**src/hw/rtl/trld_pkg.sv**
```systemverilog
`timescale 1ns / 1ps
package trld_pkg;

   localparam int unsigned MAX_RUN         = 128;
   localparam int unsigned CSR_INDEX_WIDTH = 8;
   localparam int unsigned CSR_DATA_WIDTH  = 32;

   localparam logic [CSR_INDEX_WIDTH-1:0] CSR_BYTES_PER_PIXEL = 8'd0;
   localparam logic [CSR_INDEX_WIDTH-1:0] CSR_PIXEL_COUNT     = 8'd1;

   localparam logic [2:0]  BPP_RESET         = 3'd3;
   localparam logic [31:0] PIXEL_COUNT_RESET = 32'd1;

   // configuration as seen by the front end
   typedef struct packed {
      logic [2:0]  bytes_per_pixel;
      logic [31:0] pixel_count;
      logic        count_write;
      logic [31:0] count_value;
   } cfg_type;

   // one decoded pixel result waiting for frame bookkeeping
   typedef struct packed {
      logic [31:0] pixel_value;
      logic [7:0]  repeat_count;
      logic        last_of_frame;
      logic        overflow_error;
   } entry_type;

   typedef struct packed {
      logic full;
      logic not_empty;
   } queue_status_type;

   typedef struct packed {
      logic [31:0] pixels_done;
   } back_status_type;

endpackage

```
**src/hw/rtl/trld_front.sv**
```systemverilog
`timescale 1ns / 1ps
module trld_front (
   input  logic                      clock,
   input  logic                      reset,
   input  trld_pkg::cfg_type         cfg,
   input  trld_pkg::back_status_type back_status,
   input  logic                      req_valid,
   input  logic [7:0]                req_stream_byte,
   input  logic                      queue_full,
   output logic                      accept,
   output logic                      push,
   output trld_pkg::entry_type       push_entry
);
   import trld_pkg::*;

   typedef enum logic [1:0] {
      PH_HEADER,
      PH_RAW,
      PH_RUN
   } phase_type;

   phase_type   phase_ff, phase_in;
   logic [7:0]  chunk_left_ff, chunk_left_in;
   logic [1:0]  byte_in_pixel_ff, byte_in_pixel_in;
   logic [31:0] assembly_ff, assembly_in;
   logic [31:0] remaining_ff, remaining_in;

   logic [2:0]  bpp_eff;
   logic [2:0]  bytes_so_far;
   logic        pixel_done;
   logic [7:0]  request;
   logic        rem_fits;
   logic [7:0]  repeat_cnt;
   logic        last;
   logic        ovf;
   logic [31:0] reload;

   assign accept = req_valid && !queue_full;

   always_comb begin
      if (cfg.bytes_per_pixel == 3'd0) begin
         bpp_eff = 3'd1;
      end else if (cfg.bytes_per_pixel > 3'd4) begin
         bpp_eff = 3'd4;
      end else begin
         bpp_eff = cfg.bytes_per_pixel;
      end
   end

   assign bytes_so_far = {1'b0, byte_in_pixel_ff} + 3'd1;
   assign pixel_done   = (bytes_so_far >= bpp_eff);

   always_comb begin
      if (phase_ff == PH_RAW || chunk_left_ff == 8'd0) begin
         request = 8'd1;
      end else begin
         request = chunk_left_ff;
      end
   end

   // remaining <= request means the frame closes on this result
   assign rem_fits   = (remaining_ff <= 32'(request));
   assign repeat_cnt = rem_fits ? remaining_ff[7:0] : request;
   assign last       = rem_fits;
   assign ovf        = last && (chunk_left_ff > repeat_cnt);
   assign reload     = (cfg.pixel_count != 32'd0) ? cfg.pixel_count : 32'd1;

   always_comb begin
      phase_in         = phase_ff;
      chunk_left_in    = chunk_left_ff;
      byte_in_pixel_in = byte_in_pixel_ff;
      assembly_in      = assembly_ff;
      remaining_in     = remaining_ff;
      push             = 1'b0;

      if (cfg.count_write) begin
         remaining_in = (cfg.count_value > back_status.pixels_done) ?
                        (cfg.count_value - back_status.pixels_done) : 32'd1;
      end

      if (accept) begin
         unique case (phase_ff) inside
            PH_RAW, PH_RUN: begin
               if (byte_in_pixel_ff == 2'd0) begin
                  assembly_in = 32'(req_stream_byte);
               end else begin
                  assembly_in = assembly_ff |
                                (32'(req_stream_byte) << {byte_in_pixel_ff, 3'b000});
               end
               if (!pixel_done) begin
                  byte_in_pixel_in = byte_in_pixel_ff + 2'd1;
               end else begin
                  byte_in_pixel_in = 2'd0;
                  push             = 1'b1;
                  if (phase_ff == PH_RAW) begin
                     chunk_left_in = (chunk_left_ff != 8'd0) ? chunk_left_ff - 8'd1 : 8'd0;
                     if (chunk_left_in == 8'd0) begin
                        phase_in = PH_HEADER;
                     end
                  end else begin
                     chunk_left_in = 8'd0;
                     phase_in      = PH_HEADER;
                  end
                  if (last) begin
                     chunk_left_in = 8'd0;
                     phase_in      = PH_HEADER;
                     remaining_in  = reload;
                  end else begin
                     remaining_in  = remaining_ff - 32'(repeat_cnt);
                  end
               end
            end
            default: begin
               if (32'(req_stream_byte) < MAX_RUN) begin
                  phase_in      = PH_RAW;
                  chunk_left_in = req_stream_byte + 8'd1;
               end else begin
                  phase_in      = PH_RUN;
                  chunk_left_in = req_stream_byte - 8'(MAX_RUN - 1);
               end
               byte_in_pixel_in = 2'd0;
            end
         endcase
      end
   end

   assign push_entry.pixel_value    = assembly_in;
   assign push_entry.repeat_count   = repeat_cnt;
   assign push_entry.last_of_frame  = last;
   assign push_entry.overflow_error = ovf;

   always_ff @(posedge clock) begin
      assembly_ff <= assembly_in;
      if (reset) begin
         phase_ff         <= PH_HEADER;
         chunk_left_ff    <= 8'd0;
         byte_in_pixel_ff <= 2'd0;
         remaining_ff     <= PIXEL_COUNT_RESET;
      end else begin
         phase_ff         <= phase_in;
         chunk_left_ff    <= chunk_left_in;
         byte_in_pixel_ff <= byte_in_pixel_in;
         remaining_ff     <= remaining_in;
      end
   end

endmodule

```
**src/hw/rtl/trld_queue.sv**
```systemverilog
`timescale 1ns / 1ps
module trld_queue #(
   parameter int unsigned DEPTH = 2
) (
   input  logic                       clock,
   input  logic                       reset,
   input  logic                       push,
   input  trld_pkg::entry_type        push_entry,
   input  logic                       pop,
   output trld_pkg::entry_type        head,
   output trld_pkg::queue_status_type status
);
   import trld_pkg::*;

   localparam int unsigned PTR_W = $clog2(DEPTH);
   localparam int unsigned CNT_W = $clog2(DEPTH + 1);

   entry_type          mem [DEPTH];
   logic [PTR_W-1:0]   wr_ptr_ff, wr_ptr_in;
   logic [PTR_W-1:0]   rd_ptr_ff, rd_ptr_in;
   logic [CNT_W-1:0]   count_ff, count_in;

   function automatic logic [PTR_W-1:0] bump(input logic [PTR_W-1:0] p);
      return (p == PTR_W'(DEPTH - 1)) ? '0 : p + PTR_W'(1);
   endfunction

   always_comb begin
      wr_ptr_in = push ? bump(wr_ptr_ff) : wr_ptr_ff;
      rd_ptr_in = pop ? bump(rd_ptr_ff) : rd_ptr_ff;
      count_in  = count_ff;
      if (push && !pop) begin
         count_in = count_ff + CNT_W'(1);
      end else if (pop && !push) begin
         count_in = count_ff - CNT_W'(1);
      end
   end

   assign head             = mem[rd_ptr_ff];
   assign status.full      = (count_ff == CNT_W'(DEPTH));
   assign status.not_empty = (count_ff != '0);

   always_ff @(posedge clock) begin
      if (push) begin
         mem[wr_ptr_ff] <= push_entry;
      end
   end

   always_ff @(posedge clock) begin
      if (reset) begin
         wr_ptr_ff <= '0;
         rd_ptr_ff <= '0;
         count_ff  <= '0;
      end else begin
         wr_ptr_ff <= wr_ptr_in;
         rd_ptr_ff <= rd_ptr_in;
         count_ff  <= count_in;
      end
   end

endmodule

```
**src/hw/rtl/trld_back.sv**
```systemverilog
`timescale 1ns / 1ps
module trld_back (
   input  logic                       clock,
   input  logic                       reset,
   input  trld_pkg::queue_status_type queue_status,
   input  trld_pkg::entry_type        head,
   output logic                       pop,
   output trld_pkg::back_status_type  status,
   output logic                       rsp_valid,
   input  logic                       rsp_stall,
   output logic [31:0]                rsp_pixel_value,
   output logic [7:0]                 rsp_repeat_count,
   output logic [31:0]                rsp_start_index,
   output logic                       rsp_last_of_frame,
   output logic                       rsp_overflow_error
);
   import trld_pkg::*;

   logic        rsp_valid_ff, rsp_valid_in;
   logic [31:0] pixels_done_ff, pixels_done_in;
   logic [31:0] pixel_value_ff;
   logic [7:0]  repeat_count_ff;
   logic [31:0] start_index_ff;
   logic        last_ff;
   logic        ovf_ff;

   assign pop = queue_status.not_empty && (!rsp_valid_ff || !rsp_stall);

   always_comb begin
      rsp_valid_in   = rsp_valid_ff && rsp_stall;
      pixels_done_in = pixels_done_ff;
      if (pop) begin
         rsp_valid_in   = 1'b1;
         pixels_done_in = head.last_of_frame ? 32'd0 :
                          pixels_done_ff + 32'(head.repeat_count);
      end
   end

   always_ff @(posedge clock) begin
      if (pop) begin
         pixel_value_ff  <= head.pixel_value;
         repeat_count_ff <= head.repeat_count;
         start_index_ff  <= pixels_done_ff;
         last_ff         <= head.last_of_frame;
         ovf_ff          <= head.overflow_error;
      end
      if (reset) begin
         rsp_valid_ff   <= 1'b0;
         pixels_done_ff <= 32'd0;
      end else begin
         rsp_valid_ff   <= rsp_valid_in;
         pixels_done_ff <= pixels_done_in;
      end
   end

   assign status.pixels_done = pixels_done_ff;
   assign rsp_valid          = rsp_valid_ff;
   assign rsp_pixel_value    = pixel_value_ff;
   assign rsp_repeat_count   = repeat_count_ff;
   assign rsp_start_index    = start_index_ff;
   assign rsp_last_of_frame  = last_ff;
   assign rsp_overflow_error = ovf_ff;

endmodule

```
**src/hw/rtl/tga_rle_pixel_decoder.sv**
```systemverilog
`timescale 1ns / 1ps
// Run-length pixel decoder: takes one coded byte per cycle on req_ while
// req_stall is low and hands out one result per completed pixel on rsp_ (a
// run gives one result with its repeat count; the consumer expands it).
// Header bytes give no result. The front end decodes each byte as it is
// accepted; results go through a QUEUE_DEPTH-entry queue and a one-entry
// output register, so req_stall rises only once that queue is full while
// rsp_stall is held. A result enters the queue at the edge that accepts the
// pixel's last byte, then moves to the output register that drives rsp_valid.
// Configuration writes are always taken (csr_ready is tied high) and are
// meant to happen with the block drained.
module tga_rle_pixel_decoder #(
   parameter int unsigned QUEUE_DEPTH = 2   // 2 or more
) (
   input  logic                                 clock,
   input  logic                                 reset,

   input  logic                                 req_valid,
   output logic                                 req_stall,
   input  logic [7:0]                           req_stream_byte,

   output logic                                 rsp_valid,
   input  logic                                 rsp_stall,
   output logic [31:0]                          rsp_pixel_value,
   output logic [7:0]                           rsp_repeat_count,
   output logic [31:0]                          rsp_start_index,
   output logic                                 rsp_last_of_frame,
   output logic                                 rsp_overflow_error,

   input  logic                                 csr_valid,
   output logic                                 csr_ready,
   input  logic [trld_pkg::CSR_INDEX_WIDTH-1:0] csr_index,
   input  logic [trld_pkg::CSR_DATA_WIDTH-1:0]  csr_data
);
   import trld_pkg::*;

   // configuration registers
   logic [2:0]  bpp_ff;
   logic [31:0] pixel_count_ff;
   logic        csr_write;

   cfg_type          cfg;
   back_status_type  back_status;
   queue_status_type queue_status;
   entry_type        push_entry;
   entry_type        head;
   logic             accept;
   logic             push;
   logic             pop;

   assign csr_ready = 1'b1;
   assign csr_write = csr_valid && csr_ready;

   always_ff @(posedge clock) begin
      if (reset) begin
         bpp_ff         <= BPP_RESET;
         pixel_count_ff <= PIXEL_COUNT_RESET;
      end else if (csr_write) begin
         unique case (csr_index)
            CSR_BYTES_PER_PIXEL: bpp_ff         <= csr_data[2:0];
            CSR_PIXEL_COUNT:     pixel_count_ff <= csr_data[31:0];
            default: ;           // unmapped index: ignored
         endcase
      end
   end

   // a pixel count write also reloads the front end's remaining-pixel count
   assign cfg.bytes_per_pixel = bpp_ff;
   assign cfg.pixel_count     = pixel_count_ff;
   assign cfg.count_write     = csr_write && (csr_index == CSR_PIXEL_COUNT);
   assign cfg.count_value     = csr_data[31:0];

   // front: header decode, byte gathering, clamp against the frame
   trld_front u_front (
      .clock           (clock),
      .reset           (reset),
      .cfg             (cfg),
      .back_status     (back_status),
      .req_valid       (req_valid),
      .req_stream_byte (req_stream_byte),
      .queue_full      (queue_status.full),
      .accept          (accept),
      .push            (push),
      .push_entry      (push_entry)
   );

   assign req_stall = queue_status.full;

   trld_queue #(
      .DEPTH (QUEUE_DEPTH)
   ) u_queue (
      .clock      (clock),
      .reset      (reset),
      .push       (push && accept),
      .push_entry (push_entry),
      .pop        (pop),
      .head       (head),
      .status     (queue_status)
   );

   // back: start index bookkeeping and the output register
   trld_back u_back (
      .clock              (clock),
      .reset              (reset),
      .queue_status       (queue_status),
      .head               (head),
      .pop                (pop),
      .status             (back_status),
      .rsp_valid          (rsp_valid),
      .rsp_stall          (rsp_stall),
      .rsp_pixel_value    (rsp_pixel_value),
      .rsp_repeat_count   (rsp_repeat_count),
      .rsp_start_index    (rsp_start_index),
      .rsp_last_of_frame  (rsp_last_of_frame),
      .rsp_overflow_error (rsp_overflow_error)
   );

endmodule

```
**config.mk**
```make
export PLATFORM = sky130hd
export DESIGN_NAME = tga_rle_pixel_decoder
export DESIGN_NICKNAME = d
export VERILOG_FILES = /design/src/hw/rtl/trld_pkg.sv /design/src/hw/rtl/trld_front.sv /design/src/hw/rtl/trld_queue.sv /design/src/hw/rtl/trld_back.sv /design/src/hw/rtl/tga_rle_pixel_decoder.sv
export SDC_FILE = /design/constraint.sdc
export NUM_CORES = 1
export LEC_CHECK = 0
export BUFFER_PORTS_ARGS = -buffer_cell sky130_fd_sc_hd__buf_2
export CAP_MARGIN = 20
export CORE_MARGIN = 2
export CORE_UTILIZATION = 25
export CTS_CLUSTER_SIZE = 20
export DETAILED_ROUTE_END_ITERATION = 10
export GPL_TIMING_DRIVEN = 0
export PLACE_DENSITY = 0.5
export RECOVER_POWER = 25
export REMOVE_ABC_BUFFERS = 1
export SETUP_SLACK_MARGIN = 0.2
export SYNTH_ARGS = -nofsm -noshare
export SYNTH_HDL_FRONTEND = slang
export SYNTH_SLANG_ARGS = --single-unit
```
**constraint.sdc**
```tcl
create_clock -name clock -period 15.4 [get_ports clock]
set_input_delay 2.31 -clock clock [delete_from_list [all_inputs] [get_ports clock]]
set_output_delay 2.31 -clock clock [all_outputs]
set_load 0.02 [all_outputs]
```
After elaboration in Yosys (flattened, before gate mapping)
Memory sizes are Yosys's and may differ from the RTL's. A register that Yosys moved wholly into a read port is not among the register bits.
Index checks and enable logic that the tools add are counted.
{"block": "totals", "ff_bits": 222, "latchBits": 0, "ramBits": 84, "romBits": 0, "input_bits": 53, "output_inout_bits": 77, "memories": 1}
{"block": "classes", "addsub": 12, "multipliers": 0, "div_mod_pow": 0, "order_cmp": 6, "n_eq_ne": 6, "shifts": 1, "n_mux": 41, "n_bitwise": 1, "n_reduce_logical": 29}
{"memory": "u_queue.mem", "depth": 2, "width": 42, "rd": 1, "rd_ports_with_merged_regs": 1, "wr": 1, "line": "trld_queue.sv:18", "source": "entry_type mem [DEPTH];"}
{"cell": "32-bit two-way mux", "count": 11}
{"cell": "8-bit two-way mux", "count": 8}
{"cell": "32-bit by 8-bit adder with 32-bit output", "count": 1}
{"cell": "32-bit > comparator", "count": 1}
{"cell": "32-bit by 8-bit <= comparator with 1-bit output", "count": 1}
{"cell": "32-bit OR", "count": 1}
{"cell": "32-bit nonzero test", "count": 1}
{"cell": "8-bit by 5-bit left shift with 32-bit output", "count": 1}
{"cell": "32-bit subtractor", "count": 1}
{"cell": "32-bit by 8-bit subtractor with 32-bit output", "count": 1}
{"cell": "8-bit zero test", "count": 3}
{"cell": "2-bit two-way mux", "count": 10}
{"cell": "1-bit two-way mux", "count": 10}
{"cell": "8-bit by 1-bit adder with 8-bit output, second input constant", "count": 1}
{"cell": "8-bit by 1-bit == test with 1-bit output, second input constant", "count": 1}
{"cell": "8-bit > comparator", "count": 1}
{"cell": "1-bit logical AND", "count": 8}
{"cell": "8-bit less-than comparator, second input constant", "count": 1}
{"cell": "8-bit nonzero test", "count": 1}
{"cell": "8-bit by 1-bit subtractor with 8-bit output, second input constant", "count": 1}
{"cell": "8-bit by 7-bit subtractor with 8-bit output, second input constant", "count": 1}
{"cell": "3-bit two-way mux", "count": 2}
{"cell": "2-bit AND reduction", "count": 3}
{"cell": "1-bit zero test", "count": 5}
{"cell": "other kinds (16)", "count": 21}

Longest topological paths before layout
Gate-level depths: netlist (run 1).
{"block": "logic_depth", "depth_word": 12, "ltp_mapped": 29, "depth_no_buf": 25}

Hierarchy
A second synthesis (run 1) with hierarchy kept.
{"block": "unflattened", "hier_cells": 1644, "hier_area_um2": 16579.7}
{"module": "trld_front", "n_inst": 1, "cells_each": 1003, "area_each_um2": 7420.9, "seq_area_each_um2": 1521.5}
{"module": "trld_back", "n_inst": 1, "cells_each": 316, "area_each_um2": 4186.5, "seq_area_each_um2": 2882.8}
{"module": "trld_queue", "n_inst": 1, "cells_each": 153, "area_each_um2": 3240.6, "seq_area_each_um2": 2622.5}
{"module": "tga_rle_pixel_decoder", "n_inst": 1, "cells_each": 172, "area_each_um2": 1731.7, "seq_area_each_um2": 700.7}

Worst setup path before layout (run 1)
Ideal clock, no wire load.
{"block": "synth_timing", "kind": "register to register", "startpoint": "register u_front.chunk_left_ff[0]", "endpoint": "register u_front.remaining_ff[29]", "setup_ns": 0.066, "arrival_time_ns": 5.292, "slack_ns": 10.042, "stages_incl_launch_ff": 27, "synth_period_minus_slack_ns": 5.358, "path_cell_list": "dfxtp_1 > inv_1 > ha_1 > or4b_1 > buf_2 > o21ai_4 > nor2_2 > inv_2 > ha_1 > and4_1 > a211o_1 > and4b_1 > nand2_1 > inv_2 > buf_2 > buf_2 > buf_1 > a21oi_1 > ha_1 > inv_1 > maj3_1 > maj3_4 > o22ai_4 > o211ai_4 > or3b_1 > a31oi_1 > a21boi_2"}
{"item": "start, declared", "line": "trld_front.sv:23", "source": "logic [7:0] chunk_left_ff, chunk_left_in;"}
{"item": "start signal, assigned", "line": "trld_front.sv:141", "source": "chunk_left_ff <= chunk_left_in;"}
{"item": "end signal, assigned", "line": "trld_front.sv:143", "source": "remaining_ff <= remaining_in;"}
{"item": "end, declared", "line": "trld_front.sv:26", "source": "logic [31:0] remaining_ff, remaining_in;"}

==> results of run 1 <==
## worst register-to-register path, cell delays in order, from the launching register on
cell      delay (ns)
dfxtp_1         0.35
inv_1           0.12
ha_1            0.24
or4b_1          0.63
o21ai_4         0.34
nor2_2          0.08
inv_2           0.11
ha_1            0.24
nor2b_1         0.13
o211ai_1        0.18
a211o_1         0.20
and4b_1         0.29
nand2_1         0.44
buf_8           0.34
inv_2           0.58
nor2_1          0.11
a21oi_1         0.37
ha_1            0.24
inv_1           0.09
ha_1            0.26
a21oi_1         0.36
a211oi_1        0.18
or2_2           0.41
nor3_1          0.39
a31oi_1         0.14
a21oi_1         0.18
a211oi_1        0.07
## power groups by stage
stage                     Clock [mW]  Combinational, mW  Sequential [mW]
after floorplan                    0              0.665             1.17
after global placement             0               1.03             1.12
after detailed placement           0               1.09             1.09
after CTS                      0.836               1.10             1.08
after global routing           0.870               1.18             1.10
final                          0.818               1.08             1.08
## registers in the layout (all words and copies together), names as in the netlist, 2 cells and up, named ones only
register                  cells
u_front.byte_in_pixel_ff      2
u_front.assembly_ff          32
u_front.remaining_ff         32
u_queue.mem                  84
u_queue.count_ff              2
u_front.phase_ff              2
u_back.status                32
u_front.chunk_left_ff         8
u_back.rsp_repeat_count       8
bpp_ff                        3
u_back.rsp_pixel_value       32
pixel_count_ff               32
u_back.rsp_start_index       32
## per-stage QoR
step / setup WS (ns) / util / power [mW]
2_1_floorplan: 9.71 / - / 1.83
4_1_cts: 8.18 / 0.296 / 3.01
6_report: 8.04 / 0.295 / 2.98
3_5_place_dp: 8.24 / 0.278 / 2.18
3_3_place_gp: 7.53 / 0.273 / 2.15
5_1_grt: 7.45 / 0.295 / 3.15
## Yosys cell counts, types with 28 or more instances
library cell and n:
a21oi_1 129, edfxtp_1 158, inv_1 62, nand3_1 35, o21ai_0 68, nor4_1 28, clkbuf_1 74, ha_1 60
nor3_1 38, mux2_2 42, nor2_1 144, nand2_1 147, xnor2_1 62, dfxtp_1 149
## logic make-up (layout without fill, tap and decap cells)
family	Yosys count	count (layout)	synth area share
AOI/OAI and AO/OA	402	402	0.174
other	1	1	0.000242
muxes	50	50	0.0357
adders and majority gates	65	65	0.0532
and+or+nand+nor	495	495	0.152
xor gates and xnor gates	86	86	0.0486
DFF	307	307	0.499
buffers and inverters	150	272	0.0372
## area by class of cell
cell class | instances | area [um^2] | area share
clock buffers | 52 | 1010 | 0.0557
multi-input cells | 1099 | 7220 | 0.398
inverters | 64 | 241 | 0.0133
well taps | 790 | 988 | 0.0545
repair buffers | 146 | 841 | 0.0464
clock inverters | 10 | 103 | 0.00566
flip-flops and latches | 307 | 7730 | 0.426
## per-layer routing
| metal | track usage | routed length (um) |
|---|---|---|
| met1 | 0.192 | 21200 |
| met2 | 0.223 | 20600 |
| met3 | 0.0223 | 2430 |
| met4 | 0.0279 | 732 |
| met5 | 0 | 25 |
## final timing paths
check                                   startpoint                                   end  slack, ns  cells past startpoint
min reg2reg         u_back.status[17]$_SDFFE_PP0P_  u_back.rsp_start_index[17]$_DFFE_PP_       0.44                      0
max          u_front.chunk_left_ff[1]$_SDFFE_PP0P_   u_front.remaining_ff[26]$_SDFF_PP0_       8.04                     26
min                 u_back.status[17]$_SDFFE_PP0P_  u_back.rsp_start_index[17]$_DFFE_PP_       0.44                      0
max reg2reg  u_front.chunk_left_ff[1]$_SDFFE_PP0P_   u_front.remaining_ff[26]$_SDFF_PP0_       8.04                     26
==> key figures, run 1 <==
Timing
  – Worst clock skew: 0.0175 ns
  – Max Freq: between 100 and 150 MHz
  – RSZ-0062 raised after global routing: false
  – Setup-failing EPs final: 0
  – Min Hold Slack: 0.441 ns
  – Post-Route Setup TNS: 0 ns
  – Final hold violations: 0
  – Final Cycle Share: 0.478
  – Max-slew headroom at the worst pin: -1.60
  – Worst slew pin tran: 3.91 ns
  – Post-layout min period: 7.36 ns
  – Fin. max-slew vios: 156

Floorplan
  – Die ar.: 64000 um^2
  – Chip width: 253 um
  – CORE AREA: 61500 um^2
  – Die Span Y: 253 um
  – I/O pins: 130
  – Row Count: 91
  – Initial core utilization: 0.252

Routing
  – Residual DRC: 0
  – Final wirelength: 45.1 mm
  – Final antenna-violating net count: 0
  – TritonRoute pass-1 iters: 6
  – Initial drt markers: 860
  – Via density: 5.01
  – Via count: ~12k
  – WL/cell: 18.3 um

Setup path
  – CP dominant cell by count: ha_1
  – WP buf/inv: 5
  – Critical Path Start Type: flop
  – CP top delay family: simple AND/OR/NAND/NOR gates
  – Slowest cell on the critical path: or4b_1
  – Crit path required time: 15.62 ns
  – Largest fanout on the critical path: 45
  – Critical path class: flop to flop
  – WP data arrival: 7.58 ns
  – Crit end category: flop
  – Max incr delay on CP: 0.63 ns

Yosys
  – Cell area after synthesis: 15500 um^2
  – Warnings from Yosys: 0
  – Async set-reset flop share out of synthesis: 0
  – Syn Inst Count: 1556
  – Synth top area share: 0.306
  – Main synth FF type: edfxtp_1
  – Post-synth cell types: 95
  – Sequential-to-total area share from yosys stat: 0.499
  – Largest area contributor in the netlist: edfxtp_1
  – Top post-synthesis cells by area: edfxtp_1 (31%), dfxtp_1 (19%), ha_1 (4.8%)
  – Mean Syn Cell Area: 9.95 um^2
  – Number of flops mapped to enable cells by yosys: roughly 160
  – FF+latch count, synth: approximately 310

Clock network
  – CTS tree: done
  – Clock sinks: 307
  – Clk pin slew, worst setup/hold paths: 0.06 ns
  – Post-CTS sizing: 0
  – CTS Buf Count: 34
  – H-tree Lvls: 2
  – Worst skew pair latency: ~0.53 ns
  – Number of post-CTS setup repair buffers: 0
  – Clk buf depth: 3
  – Root Buffer: clkbuf_16
  – Hold-fix buffers at CTS: 0

Cells and area
  – Fraction of layout instances using a drive strength above 1: 0.158
  – Fill count: 6421
  – Antenna Cells: 0
  – Final instance area: 18100 um^2
  – Most frequent cells in the layout: edfxtp_1 (158), dfxtp_1 (149), nand2_1 (146), nor2_1 (142), a21oi_1 (129)
  – Most common cell after layout, fill and taps aside: edfxtp_1
  – Area delta synth->final: 17.1%
  – Final std cells w/o fill: about 2.5k
  – Nets: 1767

GRT
  – Largest net degree at the start of global routing: 76
  – First-pass GRT wire length: 69.2 mm
  – Initial antenna violation count: 2
  – GRT Total Usage: 0.137
  – GR Overflow Total: 0
  – Vias in the first global route: 11.7k

Placement
  – Routability congestion estimate: around 0.88
  – Port bufs: 128
  – Placed Area: about 17000 um^2
  – Placed Instances: 2405
  – Post-DP HPWL: 32.2 mm

Power and ir drop
  – Part of the power in registers: 0.364
  – PwrDens: 164 nW/um^2
  – Combinational share of power: 0.362
  – Net Sw Frac: 0.370
  – Clk network pwr share: 0.274
  – Leakage: 6.42 nW
  – Cell-internal power: 1.88 mW
  – Peak VDD IR: 0.0700 mV
  – Psw: 1.10 mW

Run status
  – Failing checks: capacitance limit, slew limit
  – Status: finished, violations left

Run
  – Max-Cap Viols: 3

Worst hold path
  – Hold Crit Class: flop to flop
Note: power is estimated with default switching activity, not from simulation.
==> inputs of run 2 (changes only) <==
Clock period 15.4 ns to 6.85 ns, I/O delays scaled along.
==> run 2 against run 1 <==
Compared with the run above: critical path depth unchanged; sequential cell count did not move; critical path type unchanged; clock power up 120%; worst setup slack got worse by 7.3 ns; largest power group is now combinational logic; global-route usage about the same; the run still ends with capacitance limit, slew limit left; hold slack barely moved; register-to-register slack worse by 7.3 ns; critical endpoint is now u_front.remaining_ff[24]$_SDFF_PP0_; count of clock-buffer cells in the layout is the same; non-clock buffer count stayed put; first-iteration DRC count shrank 5.0%; via count fell by 0.18%.
==> key figures, run 2 (same netlist as run 1, synthesis figures left out) <==
Run status
  – Status: finished, violations left (unchanged)
  – Failing checks: capacitance limit, slew limit (unchanged)

Power and ir drop
  – Peak VDD IR: 0.158 mV (was 0.0700 mV)
  – Psw: 2.50 mW (was 1.10 mW)
  – Clk network pwr share: 0.272 (was 0.274)
  – Part of the power in registers: 0.362 (was 0.364)
  – Net Sw Frac: 0.370 (about the same)
  – Leakage: 6.43 nW (was 6.42 nW)
  – Combinational share of power: 0.366 (was 0.362)
  – PwrDens: 370 nW/um^2 (was 164 nW/um^2)
  – Cell-internal power: 4.24 mW (was 1.88 mW)

Routing
  – Final wirelength: 45.0 mm (was 45.1 mm)
  – TritonRoute pass-1 iters: 5 (was 6)
  – Met3 WL: 2.42 mm (was 2.43 mm)
  – Max layer used: met5 (unchanged)
  – WL/cell: 18.3 um (about the same)
  – WL met2: 20.6 mm (about the same)
  – Via count: 12.3k (was 12.4k)
  – Residual DRC: 0 (unchanged)
  – Metal1 wirelength: 21.3 mm (was 21.2 mm)
  – Via density: 5.00 (was 5.01)
  – Final antenna-violating net count: 0 (unchanged)
  – Initial drt markers: 817 (was 860)

Timing
  – Fin. max-slew vios: 80 (was 156)
  – Max-slew headroom at the worst pin: -1.11 (was -1.60)
  – Final hold violations: 0 (unchanged)
  – Final Cycle Share: 0.885 (was 0.478)
  – RSZ-0062 raised after global routing: false (unchanged)
  – Max Freq: 165 MHz (was 136 MHz)
  – Post-Route Setup TNS: 0 ns (unchanged)
  – Worst clock skew: 0.0156 ns (was 0.0175 ns)
  – Worst slew pin tran: 3.17 ns (was 3.91 ns)
  – Final WS setup: 0.786 ns (was 8.04 ns)
  – Setup-failing EPs final: 0 (unchanged)
  – Post-layout min period: 6.06 ns (was 7.36 ns)

GRT
  – GR Overflow Total: 0 (unchanged)
  – Initial antenna violation count: 2 (unchanged)
  – Vias in the first global route: 11.7k (about the same)
  – GRT Total Usage: 0.137 (about the same)
  – First-pass GRT wire length: 69.3 mm (was 69.2 mm)
  – Largest net degree at the start of global routing: 76 (unchanged)

Cells and area
  – Fraction of layout instances using a drive strength above 1: 0.162 (was 0.158)
  – Most frequent cells in the layout: edfxtp_1 (158), dfxtp_1 (149), nand2_1 (145), nor2_1 (142) (was edfxtp_1 (158), dfxtp_1 (149), nand2_1 (146), nor2_1 (142), a21oi_1 (129))
  – Largest register FFs: 84 (unchanged)
  – Most common cell after layout, fill and taps aside: edfxtp_1 (unchanged)
  – Antenna Cells: 0 (unchanged)
  – Nets: 1767 (unchanged)
  – Area delta synth->final: 17.5% (was 17.1%)
  – Biggest register: u_queue.mem (unchanged)
  – Util after Layout: 0.296 (was 0.295)

Clock network
  – Clock sinks: 307 (unchanged)
  – CTS Buf Count: 34 (unchanged)
  – Hold-fix buffers at CTS: 0 (unchanged)
  – Number of post-CTS setup repair buffers: 0 (unchanged)
  – CTS tree: done (unchanged)
  – Clk buf depth: 3 (unchanged)
  – H-tree Lvls: 2 (unchanged)
  – Root Buffer: clkbuf_16 (unchanged)
  – Worst skew pair latency: 0.53 ns (about the same)
  – Clk pin slew, worst setup/hold paths: 0.06 ns (about the same)
  – Post-CTS sizing: 4 (was 0)

Placement
  – Routability congestion estimate: 0.876 (unchanged)
  – Post-DP HPWL: 32.2 mm (unchanged)
  – Port bufs: 128 (unchanged)
  – Place WS: -0.310 ns (was 8.24 ns)

Setup path
  – WP depth: 26 (unchanged)
  – Critical Path Start Type: flop (unchanged)
  – Largest fanout on the critical path: 45 (unchanged)
  – CP dominant cell by count: ha_1 (unchanged)
  – WP buf/inv: 5 (unchanged)
  – Max incr delay on CP: 0.55 ns (was 0.63 ns)
  – Worst reg-to-reg path cell count: 26 (unchanged)
  – Critical path class: flop to flop (unchanged)
  – CP top delay family: simple AND/OR/NAND/NOR gates (unchanged)
  – Crit end category: flop (unchanged)
  – WP data arrival: 6.52 ns (was 7.58 ns)
  – Crit path required time: 7.31 ns (was 15.62 ns)
  – Slowest cell on the critical path: or4b_4 (was or4b_1)

Worst hold path
  – Worst hold stages: 0 (unchanged)
  – Hold Crit Class: flop to flop (unchanged)

Floorplan
  – Die ar.: 64000 um^2 (unchanged)
  – Chip width: 253 um (unchanged)
  – Row Count: 91 (unchanged)
  – CORE AREA: 61500 um^2 (unchanged)
  – Initial core utilization: 0.252 (unchanged)
  – Die Span Y: 253 um (unchanged)
  – I/O pins: 130 (unchanged)

Run
  – Max-Cap Viols: 2 (was 3)
-- run 2: power by group through the flow --
stage | clock (mW) | combinational (mW) | sequential [mW]
2_1_floorplan | 0 | 1.49 | 2.63
3_3_place_gp | 0 | 2.32 | 2.51
3_5_place_dp | 0 | 2.45 | 2.46
4_1_cts | 1.88 | 2.48 | 2.43
5_1_grt | 1.95 | 2.70 | 2.47
6_report | 1.84 | 2.47 | 2.44
-- run 2: worst paths after layout --
check	start	end	slack (ns)
max	u_front.chunk_left_ff[1]$_SDFFE_PP0P_	u_front.remaining_ff[24]$_SDFF_PP0_	0.79
min	u_back.status[17]$_SDFFE_PP0P_	u_back.rsp_start_index[17]$_DFFE_PP_	0.44
max reg2reg	u_front.chunk_left_ff[1]$_SDFFE_PP0P_	u_front.remaining_ff[24]$_SDFF_PP0_	0.79
min reg2reg	u_back.status[17]$_SDFFE_PP0P_	u_back.rsp_start_index[17]$_DFFE_PP_	0.44
-- run 2: routing by layer --
layer | up-vias | track usage
met5 | - | 0
met4 | 4 | 0.0279
met3 | 62 | 0.0223
met2 | 363 | 0.223
met1 | 5990 | 0.192
li1 | 5921 | -
-- run 2: stage by stage --
step / instance area, um^2 / total power [mW] / hold slack [ns] / cells
finish: 18200 / 6.74 / 0.441 / 2468
floorplan: 15200 / 4.12 / 0.408 / 1470
detailed placement: 17100 / 4.91 / 0.432 / 2405
CTS: 18200 / 6.78 / 0.447 / 2467
global route: 18200 / 7.13 / 0.456 / 2468
global placement: 16800 / 4.84 / 0.425 / 2388
-- run 2: cell type report --
type,count,area [um^2]
clock buffer,52,1010
clock inverter,10,103
fill,6418,43300
inverter,64,249
multi-input combinational,1099,7250
sequential,307,7730
tap,790,988
timing repair buffer,146,866
-- run 2: worst register-to-register path: cells and delay by family, from the launching register on --
family                     cells  cell delay [ns]
DFF                            1             0.35
AOI/OAI and AO/OA              8             1.54
and+or+nand+nor                9             2.34
buffers and inverters          5             0.79
adders and majority gates      4             0.97
==> inputs of run 3 (changes only) <==
Settings changed: CELL_PAD_IN_SITES_DETAIL_PLACEMENT set to 0, CELL_PAD_IN_SITES_GLOBAL_PLACEMENT set to 1, CORE_UTILIZATION 25 to 47, PLACE_DENSITY 0.5 to 0.9.
==> run 3 against run 2 <==
Compared with the run above: the flow still finishes with violations (capacitance limit, slew limit); final cell count is 14% lower; fmax is 2.8% lower; clock skew is 0.0020 ns lower; non-clock buffer count is 5 lower; sequential power is 2% lower; hold slack worse by 0.0083 ns; largest power group unchanged; highest routed layer is now met4.
==> key figures, run 3 (same netlist as run 1, synthesis figures left out) <==
Cells and area
  – Most frequent cells in the layout: edfxtp_1 (158), dfxtp_1 (149), nand2_1 (145), nor2_1 (142), a21oi_1 (127) (was edfxtp_1 (158), dfxtp_1 (149), nand2_1 (145), nor2_1 (142))
  – Area delta synth->final: 14.6% (was 17.5%)
  – Sequential cell area: 7730 um^2 (unchanged)
  – Biggest register: u_queue.mem (unchanged)
  – Fill count: 2851 (was 6418)
  – Nets: 1759 (was 1767)
  – Final instance area: 17700 um^2 (was 18200 um^2)
  – Footprint of the multi-input gates: 7230 um^2 (was 7250 um^2)
  – Largest register FFs: 84 (unchanged)
  – Most common cell after layout, fill and taps aside: edfxtp_1 (unchanged)
  – Fraction of layout instances using a drive strength above 1: 0.127 (was 0.162)

Routing
  – TritonRoute pass-1 iters: 6 (was 5)
  – Residual DRC: 0 (unchanged)
  – Final wirelength: 40.1 mm (was 45.0 mm)
  – Final antenna-violating net count: 0 (unchanged)
  – Via density: 5.84 (was 5.00)
  – Initial drt markers: 977 (was 817)
  – Via count: 12.3k (about the same)
  – WL/cell: 19.0 um (was 18.3 um)

Clock network
  – Hold-fix buffers at CTS: 0 (unchanged)
  – CTS tree: done (unchanged)
  – Root Buffer: clkbuf_16 (unchanged)
  – CTS Buf Count: 31 (was 34)
  – Clk pin slew, worst setup/hold paths: 0.07 ns (was 0.06 ns)
  – Clk buf depth: 3 (unchanged)
  – H-tree Lvls: 1 (was 2)
  – Worst skew pair latency: 0.58 ns (was 0.53 ns)
  – Clock sinks: 307 (unchanged)

Setup path
  – Reg-to-reg slack, setup: 0.61 ns (was 0.79 ns)
  – Critical Path Start Type: flop (unchanged)
  – CP dominant cell by count: ha_1 (unchanged)
  – WP data arrival: 6.52 ns (about the same)
  – CP top delay family: compound AO/OA/AOI/OAI gates (was simple AND/OR/NAND/NOR gates)
  – Slowest cell on the critical path: or4b_1 (was or4b_4)
  – Worst reg-to-reg path cell count: 25 (was 26)
  – Worst R2R End: u_front.remaining_ff[11]$_SDFF_PP0_ (was u_front.remaining_ff[24]$_SDFF_PP0_)
  – WP buf/inv: 5 (unchanged)
  – Crit path required time: 7.13 ns (was 7.31 ns)
  – Max incr delay on CP: 0.62 ns (was 0.55 ns)
  – Largest fanout on the critical path: 45 (unchanged)
  – Crit end category: flop (unchanged)
  – WP depth: 25 (was 26)
  – Critical path class: flop to flop (unchanged)
  – Critical path capture point: u_front.remaining_ff[11]$_SDFF_PP0_ (was u_front.remaining_ff[24]$_SDFF_PP0_)
  – RR Startpoint: u_front.chunk_left_ff[0]$_SDFFE_PP0P_ (was u_front.chunk_left_ff[1]$_SDFFE_PP0P_)
  – Launch point of the worst path: u_front.chunk_left_ff[0]$_SDFFE_PP0P_ (was u_front.chunk_left_ff[1]$_SDFFE_PP0P_)

Run status
  – Status: finished, violations left (unchanged)
  – Failing checks: capacitance limit, slew limit (unchanged)

Timing
  – Post-Route Setup TNS: 0 ns (unchanged)
  – Final hold violations: 0 (unchanged)
  – Max-slew headroom at the worst pin: -1.61 (was -1.11)
  – Setup-failing EPs final: 0 (unchanged)
  – Worst slew pin tran: 3.92 ns (was 3.17 ns)
  – Min Hold Slack: 0.433 ns (was 0.441 ns)
  – Max Freq: 160 MHz (was 165 MHz)
  – Fin. max-slew vios: 116 (was 80)
  – Post-layout min period: 6.24 ns (was 6.06 ns)
  – Final Cycle Share: 0.911 (was 0.885)
  – Worst clock skew: 0.0136 ns (was 0.0156 ns)
  – RSZ-0062 raised after global routing: false (unchanged)

Placement
  – Placed Area: 16600 um^2 (was 17100 um^2)
  – Post-DP HPWL: 28.6 mm (was 32.2 mm)
  – Port bufs: 128 (unchanged)
  – Routability congestion estimate: 0.923 (was 0.876)

GRT
  – First-pass GRT wire length: 62.6 mm (was 69.3 mm)
  – Vias in the first global route: 11.6k (was 11.7k)
  – Largest net degree at the start of global routing: 79 (was 76)
  – Initial antenna violation count: 0 (was 2)
  – GR Overflow Total: 0 (unchanged)
  – GRT Total Usage: 0.228 (was 0.137)

Floorplan
  – Row Count: 66 (was 91)
  – Chip width: 186 um (was 253 um)
  – Initial core utilization: 0.477 (was 0.252)
  – Die Span Y: 186 um (was 253 um)
  – I/O pins: 130 (unchanged)
  – Die ar.: 34400 um^2 (was 64000 um^2)
  – CORE AREA: 32500 um^2 (was 61500 um^2)

Power and ir drop
  – PwrDens: 383 nW/um^2 (was 370 nW/um^2)
  – Peak VDD IR: 0.237 mV (was 0.158 mV)
  – Leakage: 6.32 nW (was 6.43 nW)
  – Post-route total power: 6.80 mW (was 6.74 mW)

Worst hold path
  – Hold Crit Class: flop to flop (unchanged)
  – Worst hold stages: 0 (unchanged)

Run
  – Max-Cap Viols: 2 (unchanged)
run 3: cell types whose count changed in the layout (fill, tap and decap cells not counted), moves of 2 or more:
cell | before | now
buf_2 | 126 | 72
clkbuf_1 | 14 | 60
bufinv_16 | 1 | 9
buf_4 | 6 | 0
clkbuf_16 | 35 | 31
clkinv_2 | 3 | 7
buf_8 | 3 | 1
clkbuf_8 | 7 | 5
mux2_1 | 8 | 10
mux2_2 | 34 | 32
run 3: report_power, final:
part	total, mW	leakage, nW	switching, mW	internal (mW)
Combinational	2.42	3.03	1.56	0.859
Sequential	2.40	2.69	0.125	2.28
Clock	1.98	0.601	0.747	1.23
run 3: final cells by class:
type | instances | share of cell area
diodes | 1 | 0.000141
clock buffers | 36 | 0.0476
clock inverters | 22 | 0.0209
inverters | 64 | 0.0141
multi-input cells | 1099 | 0.407
flip-flops and latches | 307 | 0.436
well taps | 442 | 0.0312
repair buffers | 141 | 0.0432
run 3: metrics by stage:
step                worst slack [ns]   util  cells
floorplan                       1.16      -   1470
global placement              -0.543  0.504   2040
detailed placement           -0.0329  0.511   2053
CTS                            0.277  0.549   2111
global route                   0.214  0.547   2111
finish                         0.610  0.547   2112
run 3: metal layers:
| metal | share of wire | track usage | wire length (um) |
|---|---|---|---|
| met4 | 0.028 | 0.0638 | 1130 |
| met5 | 0 | 0 | 0 |
| met3 | 0.058 | 0.0254 | 2320 |
| met1 | 0.43 | 0.297 | 17100 |
| met2 | 0.49 | 0.402 | 19500 |
run 3: repair_timing:
item                                    4_1_cts  5_1_grt
setup buffers                                 0        0
hold endpoints to repair                      0        0
endpoints found under the setup margin       10       20
gates resized for setup                       2        5
run 3: how the worst min path moves through the flow:
stage	from	end	slack [ns]
5_1_grt	u_back.status[17]$_SDFFE_PP0P_	u_back.rsp_start_index[17]$_DFFE_PP_	0.46
4_1_cts	u_back.status[17]$_SDFFE_PP0P_	u_back.rsp_start_index[17]$_DFFE_PP_	0.43
3_5_place_dp	u_back.status[17]$_SDFFE_PP0P_	u_back.rsp_start_index[17]$_DFFE_PP_	0.41
2_1_floorplan	u_back.status[17]$_SDFFE_PP0P_	u_back.rsp_start_index[17]$_DFFE_PP_	0.41
6_report	u_back.status[17]$_SDFFE_PP0P_	u_back.rsp_start_index[17]$_DFFE_PP_	0.43
3_3_place_gp	u_back.status[17]$_SDFFE_PP0P_	u_back.rsp_start_index[17]$_DFFE_PP_	0.42
